[src/design/psp_pkg.sv]
// Shared types and constants for the pixmap stream parser.
package psp_pkg;

	// Parse phases of the byte stream.
	typedef enum logic [2:0] {
		PH_MAGIC,
		PH_WIDTH,
		PH_HEIGHT,
		PH_MAXIMUM,
		PH_TEXT_RASTER,
		PH_BIN_RASTER,
		PH_TRAILER,
		PH_DONE
	} phase_t;

	// Controller states.
	typedef enum logic [2:0] {
		CS_IDLE,
		CS_STEP,
		CS_DIV,
		CS_OUT0,
		CS_OUT1
	} ctl_state_t;

	// Result kinds.
	localparam logic [1:0] KIND_HEADER   = 2'd0;
	localparam logic [1:0] KIND_PIXEL    = 2'd1;
	localparam logic [1:0] KIND_ERROR    = 2'd2;
	localparam logic [1:0] KIND_COMPLETE = 2'd3;

	// Fault codes.
	localparam logic [2:0] FLT_MAGIC     = 3'd1;
	localparam logic [2:0] FLT_NUMBER    = 3'd2;
	localparam logic [2:0] FLT_MISSING   = 3'd3;
	localparam logic [2:0] FLT_DIMENSION = 3'd4;
	localparam logic [2:0] FLT_OVER_MAX  = 3'd5;
	localparam logic [2:0] FLT_TRUNCATED = 3'd6;
	localparam logic [2:0] FLT_TRAILING  = 3'd7;

	// Numeric limits.
	localparam logic [24:0] WORD_SAT     = 25'h1FF_FFFF;
	localparam logic [24:0] PIXEL_CAP    = 25'h100_0000;
	localparam logic [24:0] SAMPLE_CEIL  = 25'd65535;
	localparam logic [4:0]  DIV_LAST     = 5'd16;

	// Special characters.
	localparam logic [7:0] CH_HASH = 8'h23;
	localparam logic [7:0] CH_P    = 8'h50;
	localparam logic [7:0] CH_3    = 8'h33;
	localparam logic [7:0] CH_6    = 8'h36;
	localparam logic [7:0] CH_0    = 8'h30;
	localparam logic [7:0] CH_9    = 8'h39;
	localparam logic [7:0] CH_CR   = 8'h0D;
	localparam logic [7:0] CH_LF   = 8'h0A;

	// One result.
	typedef struct packed {
		logic [1:0]  kind;
		logic [24:0] wid;
		logic [24:0] hgt;
		logic [15:0] maxv;
		logic [16:0] red;
		logic [16:0] grn;
		logic [16:0] blu;
		logic [2:0]  code;
	} res_t;

	// Controller to datapath commands.
	typedef struct packed {
		logic load;
		logic step;
		logic sel;
	} psp_cmd_t;

	// Datapath to controller status.
	typedef struct packed {
		logic [1:0] new_cnt;
		logic       new_pix;
		logic [1:0] cnt;
		logic       div_busy;
	} psp_stat_t;

endpackage

[src/design/psp_ctrl.sv]
// Controller state machine of the pixmap stream parser.
module psp_ctrl (
	input  logic                 clk,
	input  logic                 arst_n,
	input  logic                 in_valid,
	output logic                 in_stall,
	output logic                 out_valid,
	input  logic                 out_stall,
	input  psp_pkg::psp_stat_t   st,
	output psp_pkg::psp_cmd_t    cmd
);

	psp_pkg::ctl_state_t state_q, state_d;

	// State register.
	always_ff @(posedge clk or negedge arst_n) begin
		if (!arst_n) begin
			state_q <= psp_pkg::CS_IDLE;
		end else begin
			state_q <= state_d;
		end
	end

	// Next state.
	always_comb begin
		state_d = state_q;
		case (state_q)
			psp_pkg::CS_IDLE: begin
				if (in_valid) state_d = psp_pkg::CS_STEP;
			end
			psp_pkg::CS_STEP: begin
				if (st.new_cnt == 2'd0) state_d = psp_pkg::CS_IDLE;
				else if (st.new_pix) state_d = psp_pkg::CS_DIV;
				else state_d = psp_pkg::CS_OUT0;
			end
			psp_pkg::CS_DIV: begin
				if (!st.div_busy) state_d = psp_pkg::CS_OUT0;
			end
			psp_pkg::CS_OUT0: begin
				if (!out_stall) begin
					state_d = (st.cnt == 2'd2) ? psp_pkg::CS_OUT1 : psp_pkg::CS_IDLE;
				end
			end
			psp_pkg::CS_OUT1: begin
				if (!out_stall) state_d = psp_pkg::CS_IDLE;
			end
			default: state_d = psp_pkg::CS_IDLE;
		endcase
	end

	// Outputs and commands.
	always_comb begin
		in_stall  = 1'b1;
		out_valid = 1'b0;
		cmd       = '0;
		case (state_q)
			psp_pkg::CS_IDLE: begin
				in_stall = 1'b0;
				cmd.load = in_valid;
			end
			psp_pkg::CS_STEP: begin
				cmd.step = 1'b1;
			end
			psp_pkg::CS_OUT0: begin
				out_valid = 1'b1;
			end
			psp_pkg::CS_OUT1: begin
				out_valid = 1'b1;
				cmd.sel   = 1'b1;
			end
			default: begin
				in_stall = 1'b1;
			end
		endcase
	end

endmodule

[src/design/psp_datapath.sv]
// Datapath of the pixmap stream parser: parse state, result slots and level divider.
module psp_datapath (
	input  logic                clk,
	input  logic                arst_n,
	input  psp_pkg::psp_cmd_t   cmd,
	output psp_pkg::psp_stat_t  st,
	input  logic [7:0]          data_byte,
	input  logic                end_of_file,
	input  logic                cfg_we,
	input  logic [24:0]         cfg_data,
	output logic [1:0]          result_kind,
	output logic [24:0]         image_width,
	output logic [24:0]         image_height,
	output logic [15:0]         sample_maximum,
	output logic [16:0]         red_level,
	output logic [16:0]         green_level,
	output logic [16:0]         blue_level,
	output logic [2:0]          fault_code,
	output logic                last_result
);

	// Input request and configuration.
	logic [7:0]  byte_q;
	logic        eof_q;
	logic [24:0] limit_q;

	// Parse state.
	psp_pkg::phase_t phase_q, n_phase;
	logic        bin_q, n_bin;
	logic        cmt_q, n_cmt;
	logic        tok_q, n_tok;
	logic [24:0] val_q, n_val;
	logic [24:0] wid_q, n_wid;
	logic [24:0] hgt_q, n_hgt;
	logic [15:0] max_q, n_max;
	logic [24:0] left_q, n_left;
	logic [1:0]  chan_q, n_chan;
	logic [15:0] red_q, n_red;
	logic [15:0] grn_q, n_grn;
	logic [8:0]  hb_q, n_hb;
	logic        cr_q, n_cr;
	logic        flt_q, n_flt;
	logic [49:0] area_q;

	// Result slots.
	psp_pkg::res_t slot_q [2];
	psp_pkg::res_t n_slots [2];
	logic [1:0]    cnt_q, n_cnt;

	// Divider.
	logic        div_busy_q;
	logic [1:0]  dch_q;
	logic [4:0]  dcnt_q;
	logic [15:0] drem_q;
	logic [16:0] dlow_q;
	logic [16:0] dquo_q;
	logic [15:0] dmax_q;

	// Configuration write.
	always_ff @(posedge clk or negedge arst_n) begin
		if (!arst_n) begin
			limit_q <= psp_pkg::PIXEL_CAP;
		end else if (cfg_we) begin
			limit_q <= cfg_data;
		end
	end

	// Input request capture.
	always_ff @(posedge clk) begin
		if (cmd.load) begin
			byte_q <= data_byte;
			eof_q  <= end_of_file;
		end
	end

	// Image area, stable long before the maximum word ends.
	always_ff @(posedge clk) begin
		area_q <= wid_q * hgt_q;
	end

	// One byte of parsing.
	always_comb begin
		psp_pkg::res_t e;
		logic        is_sp;
		logic        ew;
		logic        ew_sp;
		logic        ew_cr;
		logic        ts;
		logic [24:0] ts_v;
		logic        hash;
		logic        skip;
		logic [28:0] nv;
		logic [24:0] v;
		logic [24:0] lim;

		n_phase = phase_q;
		n_bin   = bin_q;
		n_cmt   = cmt_q;
		n_tok   = tok_q;
		n_val   = val_q;
		n_wid   = wid_q;
		n_hgt   = hgt_q;
		n_max   = max_q;
		n_left  = left_q;
		n_chan  = chan_q;
		n_red   = red_q;
		n_grn   = grn_q;
		n_hb    = hb_q;
		n_cr    = cr_q;
		n_flt   = flt_q;
		n_cnt   = 2'd0;
		n_slots[0] = '0;
		n_slots[1] = '0;
		e     = '0;
		ew    = 1'b0;
		ew_sp = 1'b0;
		ew_cr = 1'b0;
		ts    = 1'b0;
		ts_v  = '0;
		hash  = 1'b0;
		skip  = 1'b0;
		nv    = '0;
		v     = '0;
		lim   = (limit_q > psp_pkg::PIXEL_CAP) ? psp_pkg::PIXEL_CAP : limit_q;
		is_sp = byte_q inside {8'h20, 8'h09, 8'h0D, 8'h0A, 8'h0C, 8'h0B};

		// Byte handling, raw raster or text.
		if (!n_flt) begin
			if (n_phase == psp_pkg::PH_BIN_RASTER || n_phase == psp_pkg::PH_DONE) begin
				if (n_phase == psp_pkg::PH_DONE) begin
					e = '0;
					e.kind = psp_pkg::KIND_ERROR;
					e.code = psp_pkg::FLT_TRAILING;
					if (n_cnt != 2'd2) begin
						n_slots[n_cnt[0]] = e;
						n_cnt = n_cnt + 2'd1;
					end
					n_flt = 1'b1;
				end else begin
					if (n_cr) begin
						n_cr = 1'b0;
						if (byte_q == psp_pkg::CH_LF) skip = 1'b1;
					end
					if (!skip) begin
						if (max_q < 16'd256) begin
							ts   = 1'b1;
							ts_v = {17'd0, byte_q};
						end else if (!n_hb[8]) begin
							n_hb = {1'b1, byte_q};
						end else begin
							ts   = 1'b1;
							ts_v = {9'd0, n_hb[7:0], byte_q};
							n_hb = '0;
						end
					end
				end
			end else if (n_cmt) begin
				if (byte_q == psp_pkg::CH_LF || byte_q == psp_pkg::CH_CR) n_cmt = 1'b0;
			end else if (is_sp || byte_q == psp_pkg::CH_HASH) begin
				if (n_tok) begin
					ew    = 1'b1;
					ew_sp = is_sp;
					ew_cr = (byte_q == psp_pkg::CH_CR);
				end
				hash = (byte_q == psp_pkg::CH_HASH);
			end else if (n_phase == psp_pkg::PH_TRAILER) begin
				e = '0;
				e.kind = psp_pkg::KIND_ERROR;
				e.code = psp_pkg::FLT_TRAILING;
				if (n_cnt != 2'd2) begin
					n_slots[n_cnt[0]] = e;
					n_cnt = n_cnt + 2'd1;
				end
				n_flt = 1'b1;
			end else begin
				// Character inside a word.
				n_tok = 1'b1;
				if (n_phase == psp_pkg::PH_MAGIC) begin
					if (n_val == 25'd0 && byte_q == psp_pkg::CH_P) n_val = 25'd1;
					else if (n_val == 25'd1 && byte_q == psp_pkg::CH_3) n_val = 25'd2;
					else if (n_val == 25'd1 && byte_q == psp_pkg::CH_6) n_val = 25'd3;
					else begin
						e = '0;
						e.kind = psp_pkg::KIND_ERROR;
						e.code = psp_pkg::FLT_MAGIC;
						if (n_cnt != 2'd2) begin
							n_slots[n_cnt[0]] = e;
							n_cnt = n_cnt + 2'd1;
						end
						n_flt = 1'b1;
					end
				end else if (byte_q < psp_pkg::CH_0 || byte_q > psp_pkg::CH_9) begin
					e = '0;
					e.kind = psp_pkg::KIND_ERROR;
					e.code = psp_pkg::FLT_NUMBER;
					if (n_cnt != 2'd2) begin
						n_slots[n_cnt[0]] = e;
						n_cnt = n_cnt + 2'd1;
					end
					n_flt = 1'b1;
				end else begin
					nv = ({4'd0, n_val} << 3) + ({4'd0, n_val} << 1) + {25'd0, byte_q[3:0]};
					if (nv > {4'd0, psp_pkg::WORD_SAT}) n_val = psp_pkg::WORD_SAT;
					else n_val = nv[24:0];
				end
			end
		end

		// End of file closes an open word.
		if (eof_q && !n_flt && n_tok && !ew) begin
			ew    = 1'b1;
			ew_sp = 1'b0;
			ew_cr = 1'b0;
		end

		// Word complete.
		if (ew) begin
			v     = n_val;
			n_tok = 1'b0;
			n_val = '0;
			case (n_phase)
				psp_pkg::PH_MAGIC: begin
					if (v == 25'd2 || v == 25'd3) begin
						n_bin   = (v == 25'd3);
						n_phase = psp_pkg::PH_WIDTH;
					end else begin
						e = '0;
						e.kind = psp_pkg::KIND_ERROR;
						e.code = psp_pkg::FLT_MAGIC;
						if (n_cnt != 2'd2) begin
							n_slots[n_cnt[0]] = e;
							n_cnt = n_cnt + 2'd1;
						end
						n_flt = 1'b1;
					end
				end
				psp_pkg::PH_WIDTH: begin
					n_wid   = v;
					n_phase = psp_pkg::PH_HEIGHT;
				end
				psp_pkg::PH_HEIGHT: begin
					n_hgt   = v;
					n_phase = psp_pkg::PH_MAXIMUM;
				end
				psp_pkg::PH_MAXIMUM: begin
					if (wid_q == 25'd0 || hgt_q == 25'd0 || v == 25'd0 ||
					    v > psp_pkg::SAMPLE_CEIL || area_q > {25'd0, lim}) begin
						e = '0;
						e.kind = psp_pkg::KIND_ERROR;
						e.code = psp_pkg::FLT_DIMENSION;
						if (n_cnt != 2'd2) begin
							n_slots[n_cnt[0]] = e;
							n_cnt = n_cnt + 2'd1;
						end
						n_flt = 1'b1;
					end else begin
						n_max  = v[15:0];
						n_left = area_q[24:0];
						e = '0;
						e.kind = psp_pkg::KIND_HEADER;
						e.wid  = wid_q;
						e.hgt  = hgt_q;
						e.maxv = v[15:0];
						if (n_cnt != 2'd2) begin
							n_slots[n_cnt[0]] = e;
							n_cnt = n_cnt + 2'd1;
						end
						if (!n_bin) begin
							n_phase = psp_pkg::PH_TEXT_RASTER;
						end else if (ew_sp) begin
							n_phase = psp_pkg::PH_BIN_RASTER;
							n_cr    = ew_cr;
						end else begin
							e = '0;
							e.kind = psp_pkg::KIND_ERROR;
							e.code = psp_pkg::FLT_TRAILING;
							if (n_cnt != 2'd2) begin
								n_slots[n_cnt[0]] = e;
								n_cnt = n_cnt + 2'd1;
							end
							n_flt = 1'b1;
						end
					end
				end
				psp_pkg::PH_TEXT_RASTER: begin
					ts   = 1'b1;
					ts_v = v;
				end
				default: begin
					n_tok = 1'b0;
				end
			endcase
		end

		// Sample complete.
		if (ts) begin
			if (ts_v > {9'd0, max_q}) begin
				e = '0;
				e.kind = psp_pkg::KIND_ERROR;
				e.code = psp_pkg::FLT_OVER_MAX;
				if (n_cnt != 2'd2) begin
					n_slots[n_cnt[0]] = e;
					n_cnt = n_cnt + 2'd1;
				end
				n_flt = 1'b1;
			end else if (n_chan == 2'd0) begin
				n_red  = ts_v[15:0];
				n_chan = 2'd1;
			end else if (n_chan == 2'd1) begin
				n_grn  = ts_v[15:0];
				n_chan = 2'd2;
			end else begin
				// Raw samples here; the divider turns them into levels.
				e = '0;
				e.kind = psp_pkg::KIND_PIXEL;
				e.red  = {1'b0, red_q};
				e.grn  = {1'b0, grn_q};
				e.blu  = {1'b0, ts_v[15:0]};
				if (n_cnt != 2'd2) begin
					n_slots[n_cnt[0]] = e;
					n_cnt = n_cnt + 2'd1;
				end
				n_chan = 2'd0;
				if (n_left != 25'd0) n_left = n_left - 25'd1;
				if (n_left == 25'd0) begin
					n_phase = n_bin ? psp_pkg::PH_DONE : psp_pkg::PH_TRAILER;
				end
			end
		end

		// A hash outside a word opens a comment.
		if (hash && !n_flt) n_cmt = 1'b1;

		// End of file: final verdict, then rearm.
		if (eof_q) begin
			if (!n_flt) begin
				e = '0;
				case (n_phase)
					psp_pkg::PH_MAGIC, psp_pkg::PH_WIDTH, psp_pkg::PH_HEIGHT,
					psp_pkg::PH_MAXIMUM: begin
						e.kind = psp_pkg::KIND_ERROR;
						e.code = psp_pkg::FLT_MISSING;
					end
					psp_pkg::PH_TEXT_RASTER, psp_pkg::PH_BIN_RASTER: begin
						e.kind = psp_pkg::KIND_ERROR;
						e.code = psp_pkg::FLT_TRUNCATED;
					end
					default: begin
						e.kind = psp_pkg::KIND_COMPLETE;
					end
				endcase
				if (n_cnt != 2'd2) begin
					n_slots[n_cnt[0]] = e;
					n_cnt = n_cnt + 2'd1;
				end
			end
			n_phase = psp_pkg::PH_MAGIC;
			n_bin   = 1'b0;
			n_cmt   = 1'b0;
			n_tok   = 1'b0;
			n_val   = '0;
			n_wid   = '0;
			n_hgt   = '0;
			n_max   = '0;
			n_left  = '0;
			n_chan  = '0;
			n_red   = '0;
			n_grn   = '0;
			n_hb    = '0;
			n_cr    = 1'b0;
			n_flt   = 1'b0;
		end
	end

	// Parse state registers.
	always_ff @(posedge clk or negedge arst_n) begin
		if (!arst_n) begin
			phase_q <= psp_pkg::PH_MAGIC;
			bin_q   <= 1'b0;
			cmt_q   <= 1'b0;
			tok_q   <= 1'b0;
			val_q   <= '0;
			wid_q   <= '0;
			hgt_q   <= '0;
			max_q   <= '0;
			left_q  <= '0;
			chan_q  <= '0;
			red_q   <= '0;
			grn_q   <= '0;
			hb_q    <= '0;
			cr_q    <= 1'b0;
			flt_q   <= 1'b0;
			cnt_q   <= '0;
		end else if (cmd.step) begin
			phase_q <= n_phase;
			bin_q   <= n_bin;
			cmt_q   <= n_cmt;
			tok_q   <= n_tok;
			val_q   <= n_val;
			wid_q   <= n_wid;
			hgt_q   <= n_hgt;
			max_q   <= n_max;
			left_q  <= n_left;
			chan_q  <= n_chan;
			red_q   <= n_red;
			grn_q   <= n_grn;
			hb_q    <= n_hb;
			cr_q    <= n_cr;
			flt_q   <= n_flt;
			cnt_q   <= n_cnt;
		end
	end

	// Divider step: one quotient bit per cycle.
	logic [16:0] dtry;
	logic        dge;
	logic [15:0] drem_nx;
	logic [16:0] dquo_nx;
	logic        new_pix;
	logic [15:0] load_s;
	logic [32:0] load_d;
	logic [15:0] dsor;

	assign new_pix = (n_cnt != 2'd0) && (n_slots[0].kind == psp_pkg::KIND_PIXEL);
	assign dsor    = cmd.step ? max_q : dmax_q;
	assign dtry    = {drem_q, dlow_q[16]};
	assign dge     = dtry >= {1'b0, dmax_q};
	assign drem_nx = dge ? 16'(dtry - {1'b0, dmax_q}) : dtry[15:0];
	assign dquo_nx = {dquo_q[15:0], dge};

	// Sample for the next division, with the half-maximum rounding term.
	always_comb begin
		if (cmd.step) load_s = n_slots[0].red[15:0];
		else if (dch_q == 2'd0) load_s = slot_q[0].grn[15:0];
		else load_s = slot_q[0].blu[15:0];
		load_d = {1'b0, load_s, 16'd0} + {18'd0, dsor[15:1]};
	end

	// Divisor held for the whole pixel, since end of file clears the maximum.
	always_ff @(posedge clk) begin
		if (cmd.step) dmax_q <= max_q;
	end

	// Divider control.
	always_ff @(posedge clk or negedge arst_n) begin
		if (!arst_n) begin
			div_busy_q <= 1'b0;
			dch_q      <= '0;
			dcnt_q     <= '0;
		end else if (cmd.step) begin
			div_busy_q <= new_pix;
			dch_q      <= '0;
			dcnt_q     <= '0;
		end else if (div_busy_q) begin
			if (dcnt_q == psp_pkg::DIV_LAST) begin
				dcnt_q <= '0;
				dch_q  <= dch_q + 2'd1;
				if (dch_q == 2'd2) div_busy_q <= 1'b0;
			end else begin
				dcnt_q <= dcnt_q + 5'd1;
			end
		end
	end

	// Divider data.
	always_ff @(posedge clk) begin
		if (cmd.step || (div_busy_q && dcnt_q == psp_pkg::DIV_LAST)) begin
			drem_q <= load_d[32:17];
			dlow_q <= load_d[16:0];
			dquo_q <= '0;
		end else if (div_busy_q) begin
			drem_q <= drem_nx;
			dlow_q <= {dlow_q[15:0], 1'b0};
			dquo_q <= dquo_nx;
		end
	end

	// Result slots, levels filled in by the divider.
	always_ff @(posedge clk) begin
		if (cmd.step) begin
			slot_q[0] <= n_slots[0];
			slot_q[1] <= n_slots[1];
		end else if (div_busy_q && dcnt_q == psp_pkg::DIV_LAST) begin
			case (dch_q)
				2'd0:    slot_q[0].red <= dquo_nx;
				2'd1:    slot_q[0].grn <= dquo_nx;
				default: slot_q[0].blu <= dquo_nx;
			endcase
		end
	end

	// Status.
	assign st.new_cnt  = n_cnt;
	assign st.new_pix  = new_pix;
	assign st.cnt      = cnt_q;
	assign st.div_busy = div_busy_q;

	// Result output.
	assign result_kind    = slot_q[cmd.sel].kind;
	assign image_width    = slot_q[cmd.sel].wid;
	assign image_height   = slot_q[cmd.sel].hgt;
	assign sample_maximum = slot_q[cmd.sel].maxv;
	assign red_level      = slot_q[cmd.sel].red;
	assign green_level    = slot_q[cmd.sel].grn;
	assign blue_level     = slot_q[cmd.sel].blu;
	assign fault_code     = slot_q[cmd.sel].code;
	assign last_result    = cmd.sel || (cnt_q == 2'd1);

endmodule

[src/design/pixmap_stream_parser_unit.sv]
// Pixmap stream parser: P3/P6 header and pixel reader, top level.
//
// Input channel: one file byte per request (data_byte, end_of_file) on
// in_valid / in_stall. Output channel: header, pixel, error and complete
// results on out_valid / out_stall. Configuration: pixel_limit is written
// over cfg_valid / cfg_ready, which is always ready; write it while idle.
// A byte that gives no result passes a capture step and a parse step; each
// result is then held on the output until it is taken. For a pixel result
// the shared restoring divider forms the three levels one quotient bit per
// cycle, channel after channel; the controller waits for it to finish
// before the pixel result is shown.
// The block takes the next byte only after all results of the previous one
// have been taken; while the receiver stalls, the result and its fields hold
// and the input stays stalled.
// Reset clears the parse state to the start of a file and sets pixel_limit
// to 16777216. After a byte marked end_of_file the parser rearms for a new
// file and keeps pixel_limit.
module pixmap_stream_parser_unit (
	input  logic        clk,
	input  logic        arst_n,
	input  logic        in_valid,
	output logic        in_stall,
	input  logic [7:0]  data_byte,
	input  logic        end_of_file,
	output logic        out_valid,
	input  logic        out_stall,
	output logic [1:0]  result_kind,
	output logic [24:0] image_width,
	output logic [24:0] image_height,
	output logic [15:0] sample_maximum,
	output logic [16:0] red_level,
	output logic [16:0] green_level,
	output logic [16:0] blue_level,
	output logic [2:0]  fault_code,
	output logic        last_result,
	input  logic        cfg_valid,
	output logic        cfg_ready,
	input  logic [24:0] pixel_limit
);

	psp_pkg::psp_cmd_t  cmd;
	psp_pkg::psp_stat_t st;

	// Configuration is taken on any cycle.
	assign cfg_ready = 1'b1;

	// Controller.
	psp_ctrl u_ctrl (
		.clk       (clk),
		.arst_n    (arst_n),
		.in_valid  (in_valid),
		.in_stall  (in_stall),
		.out_valid (out_valid),
		.out_stall (out_stall),
		.st        (st),
		.cmd       (cmd)
	);

	// Datapath.
	psp_datapath u_datapath (
		.clk            (clk),
		.arst_n         (arst_n),
		.cmd            (cmd),
		.st             (st),
		.data_byte      (data_byte),
		.end_of_file    (end_of_file),
		.cfg_we         (cfg_valid & cfg_ready),
		.cfg_data       (pixel_limit),
		.result_kind    (result_kind),
		.image_width    (image_width),
		.image_height   (image_height),
		.sample_maximum (sample_maximum),
		.red_level      (red_level),
		.green_level    (green_level),
		.blue_level     (blue_level),
		.fault_code     (fault_code),
		.last_result    (last_result)
	);

endmodule
[config.mk]
export PLATFORM = sky130hd
export DESIGN_NAME = pixmap_stream_parser_unit
export DESIGN_NICKNAME = d
export VERILOG_FILES = /design/src/design/psp_pkg.sv /design/src/design/psp_ctrl.sv /design/src/design/psp_datapath.sv /design/src/design/pixmap_stream_parser_unit.sv
export SDC_FILE = /design/constraint.sdc
export NUM_CORES = 2
export LEC_CHECK = 0
export BUFFER_PORTS_ARGS = -buffer_cell sky130_fd_sc_hd__buf_2
export CAP_MARGIN = 25
export CORE_MARGIN = 1.5
export CORE_UTILIZATION = 50
export CTS_CLUSTER_SIZE = 40
export DETAILED_ROUTE_END_ITERATION = 6
export GPL_ROUTABILITY_DRIVEN = 0
export PLACE_DENSITY = 0.74
export SLEW_MARGIN = 20
export SYNTH_ARGS = -nofsm -noshare
export SYNTH_HDL_FRONTEND = slang
export SYNTH_SLANG_ARGS = --single-unit
[constraint.sdc]
create_clock -name clk -period 12.7 [get_ports clk]
set_input_delay 1.27 -clock clk [delete_from_list [all_inputs] [get_ports clk]]
set_output_delay 1.27 -clock clk [all_outputs]
set_load 0.05 [all_outputs]
==> impl_metrics.toml <==
[clocking]
numCtsBuffers = 66
cts_tree = "done"
path_clk_slew_ns = 0.07
cts_resized = 0
cts-root-buf = "clkbuf_16"
clock_latency_ns = 0.67
cts_hold_repair.buffers = 0
cts.sinks = 570
post-cts-setup-buffer-count = 0
h-tree-depth = 3
cts_buffer_depth = 3

[logic_synthesis]
yosys_most_used_dff = "edfxtp_1"
yosys_warnings = 0
synth_cell_types = 101
synth_area_per_cell_sq_um = 9.50
syn-cell-area_sq_mm = 0.0496
ys_seq_area_frac = 0.308
async_reset_ff_frac = 0.360
synth-seq-cells = 570
synth_edf_count = 284
synthCells = 5225

[setup_path]
r2r-start = "u_datapath.byte_q[2]"
cp.required_ns = 13.11
cp_max_fo = 18
r2r_slack_ns = 3.44
cp_data_arrival_time_ns = 9.67
endpoint_kind = "flip-flop"
r2r-end = "u_datapath.slot_q[1][1]"
criticalPathCategory = "flip-flop to flip-flop"
cp-start-kind = "flip-flop"
r2r_cells = 26

[detailed_routing]
met1_length_um = 56500
route.antenna.remaining_nets = 0
top_layer = "met5"
dr_wl_met3_um = 13900
drt-wirelength-per-cell_um = 20.6
drtPass1Iterations = 6
routed_wl_um = 138000
drt_iter0_markers = 4091
drc = 0
vias = 38891
routed_via_density = 5.80
routed-wl-met2_um = 61900

[timing]
slew_viol_final = 0
rsz0062_at_grt = "no"
max_freq_ghz = 0.108
slew_headroom = 0.192
finalHoldViolCount = 0
setup_tns_ns = 0
worstMarginPinSlew_ns = 1.18
fin_skew_ns = 0.0328
fin_crit_sh = 0.729
min_period_ns = 9.26
setup_violations = 0

[global_routing]
antenna_found_initial = 4
grt_max_degree = 172
grt_pass1_wl_um = 219000
grtUsageTotal = 0.274
grt_pass1_vias = 39198
grt_overflow = 0

[hold_path]
hold_path_depth = 1
hold_path_end = "u_datapath.dcnt_q[4]"
hp-start = "u_datapath.dcnt_q[4]"
hold_class = "flip-flop to flip-flop"

[power]
p_per_area_mw_per_mm2 = 123
power_leakage_nw = 25.3
ir_drop_mv = 0.163
total_power_w = 0.00667

[final_layout]
fin_area_sq_mm = 0.0543
final_nets = 6229
fin_cells = 6700
syn_to_final_growth_pct = 9.43
drive_above_1_share = 0.0957

[floorplanning]
row_count = 115
core_sq_mm = 0.0984
io_pins = 165
die_w_um = 318
die-area_sq_mm = 0.101
die_y_um = 318
start_util = 0.504

[flow_run]
cap_viol_max_count = 0

[place]
hpwl_um = 98600
port_buffers = 163
postPlaceCellArea_sq_mm = 0.0520
place_inst = 6575

[outcome]
outcome = "complete, no violations"
==> synth_stat cells, types with 10 or more instances <==
cell      number  area share
nand2_1      972       0.074
nor4_1        55      0.0069
or2_2         12      0.0015
nand3_1       54      0.0054
o21bai_1      11      0.0017
o21a_1        38      0.0057
a22o_1        87       0.015
and3_1        18      0.0023
a21o_1        48      0.0073
and2_1       312       0.039
nand2b_1      26      0.0033
mux2_2       109       0.025
a21oi_1      182       0.018
ha_1         303       0.076
dfxtp_1       81       0.033
clkbuf_1     251       0.019
dfrtp_1      204        0.10
a31oi_1       19      0.0024
inv_1        635       0.048
mux2i_1       71       0.014
edfxtp_1     284        0.17
a211oi_1      15      0.0023
nor2b_1       23      0.0029
buf_2         21      0.0021
xnor2_1       62       0.011
nand4_1       28      0.0035
nor3_1        60      0.0061
o22ai_1       10      0.0013
or4_1         12      0.0018
nor3b_1       10      0.0015
xor2_1        25      0.0044
buf_1         19      0.0014
o31ai_1       19      0.0029
fa_1         529        0.21
nor2_1       245       0.019
or3_1         32      0.0040
o21ai_0      167       0.017
==> metrics by stage <==
step | hold WS [ns] | utilization | setup WS, ns
2_1_floorplan | 0.438 | - | 5.04
3_3_place_gp | 0.464 | 0.528 | 3.99
3_5_place_dp | 0.466 | 0.529 | 3.78
4_1_cts | 0.483 | 0.551 | 3.73
5_1_grt | 0.516 | 0.552 | 2.91
6_report | 0.489 | 0.552 | 3.44
==> worst max-delay path, stage by stage (launching register included) <==
cell,delay (ns)
edfxtp_1,0.66
ha_1,0.33
ha_1,0.24
fa_1,0.51
a211oi_2,0.25
o21ai_1,0.19
and4b_1,0.26
o311ai_1,0.31
nor4b_4,0.31
o211ai_4,0.19
nor2_1,0.88
a31oi_1,0.39
or2_0,0.49
nor4_4,0.30
buf_4,0.32
mux2i_1,0.17
ha_1,0.25
nor2b_1,0.14
nor3b_1,0.17
and3_1,0.27
nor4_1,0.52
nand2_1,0.10
mux2_2,0.28
or4_1,0.57
a221oi_2,0.30
o2111a_1,0.44
o21ai_1,0.12
==> state kept, by name, indices dropped and copies added (netlist names), 9 cells and up <==
register	cells
u_datapath.val_q	25
u_datapath.left_q	25
u_datapath.dmax_q	16
u_datapath.limit_q	25
u_datapath.slot_q	241
u_datapath.grn_q	16
u_datapath.drem_q	16
u_datapath.wid_q	25
u_datapath.max_q	16
u_datapath.area_q	50
u_datapath.dlow_q	17
u_datapath.hgt_q	25
u_datapath.hb_q	9
u_datapath.dquo_q	16
u_datapath.red_q	16
==> cells in the final DEF, fill, tap and decap left out, types with 68 or more instances in the layout <==
| master | netlist | layout |
|---|---|---|
| o21ai_0 | 167 | 166 |
| a22o_1 | 87 | 87 |
| buf_2 | 21 | 162 |
| buf_4 | 1 | 79 |
| ha_1 | 303 | 303 |
| inv_1 | 635 | 634 |
| mux2_2 | 109 | 109 |
| a21oi_1 | 182 | 180 |
| and2_1 | 312 | 311 |
| edfxtp_1 | 284 | 284 |
| nor2_1 | 245 | 241 |
| fa_1 | 529 | 529 |
| conb_1 | 2 | 115 |
| dfrtp_1 | 204 | 204 |
| clkbuf_16 | 0 | 68 |
| nand2_1 | 972 | 971 |
| mux2i_1 | 71 | 71 |
| dfxtp_1 | 81 | 81 |
==> how the worst max path moves through the flow <==
stage / startpoint / cells past startpoint / to / slack (ns)
global route: u_datapath.byte_q[2] / 30 / u_datapath.slot_q[0][3] / 2.91
detailed placement: u_datapath.byte_q[2] / 32 / u_datapath.slot_q[0][3] / 3.78
floorplan: u_ctrl.state_q[2] / 8 / u_datapath.phase_q[2] / 5.04
CTS: u_datapath.byte_q[2] / 26 / u_datapath.slot_q[0][1] / 3.73
global placement: u_datapath.byte_q[2] / 26 / u_datapath.slot_q[1][1] / 3.99
finish: u_datapath.byte_q[2] / 26 / u_datapath.slot_q[1][1] / 3.44
==> report_power, final <==
part	internal, W	switching, W	leakage, nW
Clock	0.00112	0.000845	1.08
Sequential	0.00246	0.000169	6.16
Combinational	0.000498	0.00158	18.0
==> layer usage <==
layer	GRT usage	vias up
met2	0.426	1945
met5	0	-
met1	0.375	19245
met4	0.106	2
li1	-	17315
met3	0.0598	384
==> final cells by class <==
| class | count | area [sq um] |
|---|---|---|
| Clock inverter | 35 | 365 |
| Tap cell | 1287 | 1610 |
| Sequential cell | 570 | 15300 |
| Timing Repair Buffer | 247 | 1500 |
| Inverter | 636 | 2390 |
| Multi-Input combinational cell | 3837 | 31300 |
| Fill cell | 8500 | 44100 |
| Antenna cell | 1 | 2.50 |
| Clock buffer | 87 | 1860 |
==> kinds of logic after synthesis <==
kind of cell / after synthesis / synth area share
XOR/XNOR: 87 / 0.0154
flip-flops: 570 / 0.308
AO/OA/AOI/OAI: 721 / 0.0969
adder cells (fa/ha/maj): 832 / 0.290
AND/OR/NAND/NOR: 1902 / 0.179
buffers and inverters: 931 / 0.0715
other: 2 / 0.000151
multiplexers: 180 / 0.0391
No activity file was read; power rests on OpenSTA's default activity.
